<file path="src/hw/rtl/bbc_pkg.sv">
// Shared types and constants for the bit-plane block complexity engine.
// No dependencies; every other file imports this package.
package bbc_pkg;

  localparam int unsigned SIDE    = 8;            // pixels per block side
  localparam int unsigned PIX_W   = 8;            // bits per pixel
  localparam int unsigned PLANES  = PIX_W;        // one plane per pixel bit
  localparam int unsigned ROW_W   = SIDE * PIX_W; // bits per block row
  localparam int unsigned CELLS   = SIDE * SIDE;  // bits per plane
  localparam int unsigned CNT_W   = 7;            // 0..112 border pairs

  localparam logic [CNT_W-1:0] THRESHOLD_RESET = 7'd34;

  typedef logic [ROW_W-1:0]           row_t;
  typedef logic [SIDE-1:0][ROW_W-1:0] rows_t;   // [i] is block row i
  typedef logic [CELLS-1:0]           plane_t;  // bit i*SIDE+j is pixel (i,j)
  typedef logic [PLANES-1:0][CELLS-1:0] planes_t;
  typedef logic [CNT_W-1:0]           count_t;
  typedef logic [PLANES-1:0][CNT_W-1:0] counts_t;

  // Count set bits of a byte.
  function automatic logic [3:0] pop8(input logic [7:0] v);
    logic [3:0] acc;
    acc = '0;
    for (int k = 0; k < 8; k++) begin
      acc = acc + {3'b000, v[k]};
    end
    return acc;
  endfunction

endpackage

</file>
<file path="src/hw/rtl/bbc_pix_if.sv">
// Input channel: one 8x8 block of 8-bit pixels as eight 64-bit rows per beat.
// Depends on bbc_pkg.
interface bbc_pix_if;
  import bbc_pkg::*;

  logic valid;
  logic ready;
  row_t row0;
  row_t row1;
  row_t row2;
  row_t row3;
  row_t row4;
  row_t row5;
  row_t row6;
  row_t row7;

  modport source(output valid, row0, row1, row2, row3, row4, row5, row6, row7,
                 input ready);
  modport sink(input valid, row0, row1, row2, row3, row4, row5, row6, row7,
               output ready);
endinterface

</file>
<file path="src/hw/rtl/bbc_res_if.sv">
// Result channel: complexity mask and per-plane border counts per beat.
// Depends on bbc_pkg.
interface bbc_res_if;
  import bbc_pkg::*;

  logic               valid;
  logic               ready;
  logic [PLANES-1:0]  complex_mask;
  count_t             count_plane0;
  count_t             count_plane1;
  count_t             count_plane2;
  count_t             count_plane3;
  count_t             count_plane4;
  count_t             count_plane5;
  count_t             count_plane6;
  count_t             count_plane7;

  modport source(output valid, complex_mask, count_plane0, count_plane1,
                 count_plane2, count_plane3, count_plane4, count_plane5,
                 count_plane6, count_plane7,
                 input ready);
  modport sink(input valid, complex_mask, count_plane0, count_plane1,
               count_plane2, count_plane3, count_plane4, count_plane5,
               count_plane6, count_plane7,
               output ready);
endinterface

</file>
<file path="src/hw/rtl/bbc_gray_slice.sv">
// Gray-codes every pixel of a block and slices the result into bit planes.
// Depends on bbc_pkg.
module bbc_gray_slice (
  input  bbc_pkg::rows_t   rows,
  output bbc_pkg::planes_t planes
);
  import bbc_pkg::*;

  // Gray bit p of a pixel is bit p xor bit p+1; the top bit passes as is.
  always_comb begin
    for (int p = 0; p < PLANES; p++) begin
      for (int i = 0; i < SIDE; i++) begin
        for (int j = 0; j < SIDE; j++) begin
          if (p == PLANES - 1) begin
            planes[p][i*SIDE + j] = rows[i][j*PIX_W + p];
          end else begin
            planes[p][i*SIDE + j] = rows[i][j*PIX_W + p] ^ rows[i][j*PIX_W + p + 1];
          end
        end
      end
    end
  end

endmodule

</file>
<file path="src/hw/rtl/bbc_plane_count.sv">
// Counts differing neighbor pairs in one bit plane and compares to threshold.
// Depends on bbc_pkg.
module bbc_plane_count (
  input  bbc_pkg::plane_t plane,
  input  bbc_pkg::count_t thr,
  output bbc_pkg::count_t count,
  output logic            cplx
);
  import bbc_pkg::*;

  logic [SIDE-1:0][SIDE-1:0] hdiff;   // [i][j]: (i,j) vs (i,j+1), j < SIDE-1
  logic [SIDE-1:0][SIDE-1:0] vdiff;   // [i][j]: (i,j) vs (i+1,j), i < SIDE-1
  logic [SIDE-1:0][4:0]      row_cnt;
  logic [3:0][5:0]           sum2;
  logic [1:0][6:0]           sum4;

  // Mark borders; last column and last row have no neighbor beyond.
  always_comb begin
    hdiff = '0;
    vdiff = '0;
    for (int i = 0; i < SIDE; i++) begin
      for (int j = 0; j < SIDE - 1; j++) begin
        hdiff[i][j] = plane[i*SIDE + j] != plane[i*SIDE + j + 1];
      end
    end
    for (int i = 0; i < SIDE - 1; i++) begin
      for (int j = 0; j < SIDE; j++) begin
        vdiff[i][j] = plane[i*SIDE + j] != plane[(i+1)*SIDE + j];
      end
    end
  end

  // Sum per row, then a balanced adder tree over the rows.
  always_comb begin
    for (int i = 0; i < SIDE; i++) begin
      row_cnt[i] = {1'b0, pop8(hdiff[i])} + {1'b0, pop8(vdiff[i])};
    end
    for (int k = 0; k < 4; k++) begin
      sum2[k] = {1'b0, row_cnt[2*k]} + {1'b0, row_cnt[2*k + 1]};
    end
    for (int k = 0; k < 2; k++) begin
      sum4[k] = {1'b0, sum2[2*k]} + {1'b0, sum2[2*k + 1]};
    end
  end

  assign count = sum4[0] + sum4[1];
  assign cplx  = (count >= thr);

endmodule

</file>
<file path="src/hw/rtl/bitplane_block_complexity_core.sv">
// Top level of the bit-plane block complexity engine.
// Depends on bbc_pkg, bbc_pix_if, bbc_res_if, bbc_gray_slice, bbc_plane_count.
//
// Usage:
//   pix  - valid/ready input channel, one 8x8 block (eight 64-bit rows) per
//          beat; pixel j of a row sits in bits 8j+7..8j.
//   res  - valid/ready output channel, one beat per input beat: the eight
//          Gray bit-plane border counts (0..112) and a mask with bit p set
//          when plane p's count is at least the threshold.
//   cfg_we/cfg_wdata - writes the 7-bit threshold; write only while idle.
// Path: the edge that accepts a block captures it in the input register;
//   the count/compare logic then feeds the result register, which loads
//   it at an edge where the result stage advances.
// Throughput: one block per cycle while res.ready stays high; the input
//   register and the result register each hold one beat, so the limit is
//   the per-cycle popcount tree between them.
// Reset: rst (synchronous) empties both stages and sets the threshold to 34.
// Stall: while res.ready is low the result holds; one more block is taken
//   into the input register, after which pix.ready drops until res drains.
module bitplane_block_complexity_core (
  input  logic                clk,
  input  logic                rst,
  input  logic                cfg_we,
  input  bbc_pkg::count_t     cfg_wdata,
  bbc_pix_if.sink             pix,
  bbc_res_if.source           res
);
  import bbc_pkg::*;

  logic              pix_v;
  rows_t             rows_q;
  logic              res_v;
  counts_t           counts_q;
  logic [PLANES-1:0] mask_q;
  count_t            thr;

  logic              adv_res;
  planes_t           planes;
  counts_t           counts;
  logic [PLANES-1:0] mask;

  // Advance the result stage when it is empty or being taken.
  assign adv_res   = !res_v || res.ready;
  assign pix.ready = !pix_v || adv_res;

  // Control and threshold register.
  always_ff @(posedge clk) begin
    if (rst) begin
      pix_v <= 1'b0;
      res_v <= 1'b0;
      thr   <= THRESHOLD_RESET;
    end else begin
      if (cfg_we) begin
        thr <= cfg_wdata;
      end
      if (pix.ready) begin
        pix_v <= pix.valid;
      end
      if (adv_res) begin
        res_v <= pix_v;
      end
    end
  end

  // Capture the incoming block.
  always_ff @(posedge clk) begin
    if (pix.valid && pix.ready) begin
      rows_q <= {pix.row7, pix.row6, pix.row5, pix.row4,
                 pix.row3, pix.row2, pix.row1, pix.row0};
    end
  end

  bbc_gray_slice u_slice (
    .rows   (rows_q),
    .planes (planes)
  );

  for (genvar p = 0; p < PLANES; p++) begin : g_plane
    bbc_plane_count u_count (
      .plane (planes[p]),
      .thr   (thr),
      .count (counts[p]),
      .cplx  (mask[p])
    );
  end

  // Load the result register.
  always_ff @(posedge clk) begin
    if (adv_res && pix_v) begin
      counts_q <= counts;
      mask_q   <= mask;
    end
  end

  assign res.valid        = res_v;
  assign res.complex_mask = mask_q;
  assign res.count_plane0 = counts_q[0];
  assign res.count_plane1 = counts_q[1];
  assign res.count_plane2 = counts_q[2];
  assign res.count_plane3 = counts_q[3];
  assign res.count_plane4 = counts_q[4];
  assign res.count_plane5 = counts_q[5];
  assign res.count_plane6 = counts_q[6];
  assign res.count_plane7 = counts_q[7];

endmodule
</file>
<file path="src/flat_wrapper.sv">
// flat-port wrapper written by rule: the top's interface ports become plain ports
module bitplane_block_complexity_core_flat import bbc_pkg::*;
  (clk, rst, cfg_we, cfg_wdata, pix_valid, pix_row0, pix_row1, pix_row2, pix_row3, pix_row4, pix_row5, pix_row6, pix_row7, pix_ready, res_valid, res_complex_mask, res_count_plane0, res_count_plane1, res_count_plane2, res_count_plane3, res_count_plane4, res_count_plane5, res_count_plane6, res_count_plane7, res_ready);
  bbc_pix_if pix_i ();
  bbc_res_if res_i ();
  input  logic clk;
  input  logic rst;
  input  logic cfg_we;
  input  bbc_pkg::count_t cfg_wdata;
  input wire logic [$bits(pix_i.valid)-1:0] pix_valid;
  input wire logic [$bits(pix_i.row0)-1:0] pix_row0;
  input wire logic [$bits(pix_i.row1)-1:0] pix_row1;
  input wire logic [$bits(pix_i.row2)-1:0] pix_row2;
  input wire logic [$bits(pix_i.row3)-1:0] pix_row3;
  input wire logic [$bits(pix_i.row4)-1:0] pix_row4;
  input wire logic [$bits(pix_i.row5)-1:0] pix_row5;
  input wire logic [$bits(pix_i.row6)-1:0] pix_row6;
  input wire logic [$bits(pix_i.row7)-1:0] pix_row7;
  output wire logic [$bits(pix_i.ready)-1:0] pix_ready;
  output wire logic [$bits(res_i.valid)-1:0] res_valid;
  output wire logic [$bits(res_i.complex_mask)-1:0] res_complex_mask;
  output wire logic [$bits(res_i.count_plane0)-1:0] res_count_plane0;
  output wire logic [$bits(res_i.count_plane1)-1:0] res_count_plane1;
  output wire logic [$bits(res_i.count_plane2)-1:0] res_count_plane2;
  output wire logic [$bits(res_i.count_plane3)-1:0] res_count_plane3;
  output wire logic [$bits(res_i.count_plane4)-1:0] res_count_plane4;
  output wire logic [$bits(res_i.count_plane5)-1:0] res_count_plane5;
  output wire logic [$bits(res_i.count_plane6)-1:0] res_count_plane6;
  output wire logic [$bits(res_i.count_plane7)-1:0] res_count_plane7;
  input wire logic [$bits(res_i.ready)-1:0] res_ready;
  assign pix_i.valid = pix_valid;
  assign pix_i.row0 = pix_row0;
  assign pix_i.row1 = pix_row1;
  assign pix_i.row2 = pix_row2;
  assign pix_i.row3 = pix_row3;
  assign pix_i.row4 = pix_row4;
  assign pix_i.row5 = pix_row5;
  assign pix_i.row6 = pix_row6;
  assign pix_i.row7 = pix_row7;
  assign pix_ready = pix_i.ready;
  assign res_valid = res_i.valid;
  assign res_complex_mask = res_i.complex_mask;
  assign res_count_plane0 = res_i.count_plane0;
  assign res_count_plane1 = res_i.count_plane1;
  assign res_count_plane2 = res_i.count_plane2;
  assign res_count_plane3 = res_i.count_plane3;
  assign res_count_plane4 = res_i.count_plane4;
  assign res_count_plane5 = res_i.count_plane5;
  assign res_count_plane6 = res_i.count_plane6;
  assign res_count_plane7 = res_i.count_plane7;
  assign res_i.ready = res_ready;
  bitplane_block_complexity_core u_core (.clk(clk), .rst(rst), .cfg_we(cfg_we), .cfg_wdata(cfg_wdata), .pix(pix_i), .res(res_i));
endmodule
</file>
<file path="config.mk">
export PLATFORM = sky130hd
export DESIGN_NAME = bitplane_block_complexity_core_flat
export DESIGN_NICKNAME = d
export VERILOG_FILES = /design/src/hw/rtl/bbc_pkg.sv /design/src/hw/rtl/bbc_pix_if.sv /design/src/hw/rtl/bbc_res_if.sv /design/src/hw/rtl/bbc_gray_slice.sv /design/src/hw/rtl/bbc_plane_count.sv /design/src/hw/rtl/bitplane_block_complexity_core.sv /design/src/flat_wrapper.sv
export SDC_FILE = /design/constraint.sdc
export NUM_CORES = 2
export LEC_CHECK = 0
export BUFFER_PORTS_ARGS = -buffer_cell sky130_fd_sc_hd__buf_4
export CAP_MARGIN = 20
export CORE_MARGIN = 10
export CORE_UTILIZATION = 50
export DETAILED_ROUTE_END_ITERATION = 12
export PLACE_DENSITY = 0.75
export SLEW_MARGIN = 20
export SYNTH_ARGS = -nofsm -noshare
export SYNTH_HDL_FRONTEND = slang
export SYNTH_SLANG_ARGS = --single-unit
export TNS_END_PERCENT = 100
</file>
<file path="constraint.sdc">
create_clock -name clk -period 13.12 [get_ports clk]
set_input_delay 1.312 -clock clk [delete_from_list [all_inputs] [get_ports clk]]
set_output_delay 1.312 -clock clk [all_outputs]
set_load 0.01 [all_outputs]
</file>
==> results.toml <==
[outcome]
outcome = "completed"

[floorplanning]
row_count = 121
core_region_area_um2 = 108600
die-height_um = 350.1
io_pins = 590
start_util_pct = 50.19
die_area_um2 = 122600
die_w_um = 350.1

[critical_path]
r2r-start = "u_core.rows_q[123]"
start_kind = "flip-flop"
cp.arrival_ns = 9.09
r2r_slack_ns = 4.43
critPathCaptureType = "flip-flop"
critPathKind = "reg2reg"
cpMaxStageDelayCell = "xnor2_1"
cp.required_ns = 13.52
cpMostUsedCell = "fa_1"
critPathMaxFanout = 3
max_stage_delay_ns = 0.59
worstReg2RegEnd = "u_core.res.complex_mask[3]"
rr_worst_depth = 27

[sta]
fin_crit_ns = 8.690
max_freq_ghz = 0.1151
finalSetupViolations = 0
tightestPinTransition_ns = 1.095
timing.final.crit_share_pct = 66.24
hold_viol = 0
rsz0062_at_grt = "no"
slew_headroom_pct = 26.98
setup_ws_ns = 4.430
slew_viol_final = 0
fin_tns_setup_ns = 0
fin_worst_skew_ns = 0.03751

[yosys]
synth_fp_nets = 5561
synthAdderAreaFrac_pct = 33.99
yosys.area_share.simple_pct = 0.6430
synth_compound_area_share_pct = 1.681
avgSynthCellArea_um2 = 13.50
syn_area_um2 = 54480
yosysSeqAreaShare_pct = 32.08
synth_top_family_by_area = "adder cells"
synth_xor_area_share_pct = 25.79
ys_ff_latch = 585
synth_warnings = 0
synthCells = 4037
synth_mux_area_share_pct = 0.1102
synth_cell_types = 35

[cells_and_area]
fillerInstances = 8692
drive_above_1_share_pct = 19.61
layout_commonest_cell = "xnor2_1"
largest_reg_flops = 512
top_register = "u_core.rows_q"
finalNetCount = 6189
area_delta_synth_final_pct = 15.66
final_cell_mix = "853 x xnor2_1, 800 x fa_1, 776 x inv_1, 593 x buf_4, 576 x edfxtp_1"

[global_route]
grt_max_degree = 151
grt_pass1_vias = 34490
grt_pass1_wl_mm = 254.9
antenna_found_initial = 4
grt-ovfl-total = 0
gr-usage-all-layers_pct = 29.92

[detailed_routing]
routed_wl_mm = 183.2
first_iter_violations = 3127
avgViaCountPerCell = 5.213
drtPass1Iterations = 8
wl_per_cell_um = 29.86
drc_errors = 0
vias = 31970
ant_nets = 0

[clock_tree]
cts_buffers = 70
post_cts_buffers = 0
clock_latency_ns = 0.67
cts_buffer_depth = 3
cts.repair.resized = 0
htree_levels = 3
cts-root-buf = "clkbuf_16"
clk_pin_slew_ns = 0.06
cts_sinks = 585
hold_buffers = 0
cts_tree = "yes"

[worst_hold_path]
whs_path_depth = 2
min_from = "u_core.thr[6]"
hold_class = "reg2reg"
min_to = "u_core.thr[6]"

[placement]
place_congestion = 0.9882
pre_cts_ws_ns = 4.476
numPortBuffers = 589
hpwl_mm = 161.0

[job]
cap_viol_max_count = 0
==> area by class of cell <==
cell class | count | area (um^2) | area share (%)
Antenna cell | 2 | 5.005 | 0.007943
Clock buffer | 86 | 1894 | 3.006
Clock inverter | 39 | 564.3 | 0.8955
Inverter | 776 | 2913 | 4.623
Multi-Input combinational cell | 2637 | 33910 | 53.81
Sequential cell | 585 | 17480 | 27.74
Tap cell | 1414 | 1769 | 2.808
Timing Repair Buffer | 595 | 4483 | 7.115
==> critical path, delay by kind of cell, from the launching register on <==
kind / cells / cell delay [ns]
fa+ha+maj: 12 / 5.67
xor+xnor: 3 / 1.26
compound gates: 4 / 0.52
buf+inv: 8 / 0.50
flops: 1 / 0.48
==> how the worst max path moves through the flow <==
stage | startpoint | slack (ns) | to | depth (start not counted)
global route | u_core.rows_q[123] | 4.17 | u_core.res.complex_mask[3] | 28
detailed placement | u_core.rows_q[126] | 4.48 | u_core.res.complex_mask[5] | 28
CTS | u_core.rows_q[123] | 4.45 | u_core.res.complex_mask[3] | 27
floorplan | res_ready | 4.89 | u_core.rows_q[0] | 3
global placement | u_core.rows_q[123] | 4.48 | u_core.res.complex_mask[3] | 27
finish | u_core.rows_q[123] | 4.43 | u_core.res.complex_mask[3] | 27
==> per-stage QoR <==
step | cell area, um^2 | hold WS [ns] | utilization, % | cells
after floorplan | 54480 | 0.4604 | - | 4037
after global placement | 60540 | 0.4770 | 55.78 | 6007
after detailed placement | 60540 | 0.4860 | 55.78 | 6007
after CTS | 63000 | 0.5017 | 58.04 | 6132
after global routing | 63010 | 0.5615 | 58.05 | 6133
final | 63010 | 0.5003 | 58.05 | 6134
==> Yosys cell counts (all sizes together) <==
cell,count,area (um^2)
nor2,13,48.80
ha,200,2502
o21ai,32,160.2
nand3,8,40.04
and3,4,25.02
a311o,4,40.04
nor4,4,25.02
o21a,5,45.04
a21o,19,142.6
o21bai,11,82.58
clkbuf,2,7.510
nand2,12,45.04
a211oi,11,82.58
fa,800,16020
a221oi,1,8.760
mux2i,6,60.06
o31a,5,43.79
nor3,6,30.03
xor2,418,4141
dfxtp,9,180.2
nor2b,16,130.1
inv,776,2913
o211ai,2,15.01
a211o,4,35.03
xnor2,1003,9911
buf,37,187.7
and2,1,6.260
edfxtp,576,17300
a21oi,52,260.3
==> kinds of logic after synthesis <==
logic type	count (synthesis)
and+or+nand+nor	64
adders and majority gates	1000
DFF	585
AOI/OAI and AO/OA	146
xor gates and xnor gates	1421
muxes	6
buffers and inverters	815
==> layer usage <==
layer  track usage (%)  routed length, um  vias to the layer above
met5                 0                  0                        -
met4             8.573               5371                        0
met3             9.049              20980                      223
met2             44.78              81780                     1654
met1             42.09              75030                    16470
li1                  -                  -                    13630
Power is left out: the tool's default activity adds up to more than one toggle a clock period on the data nets, which glitch-free logic cannot reach.
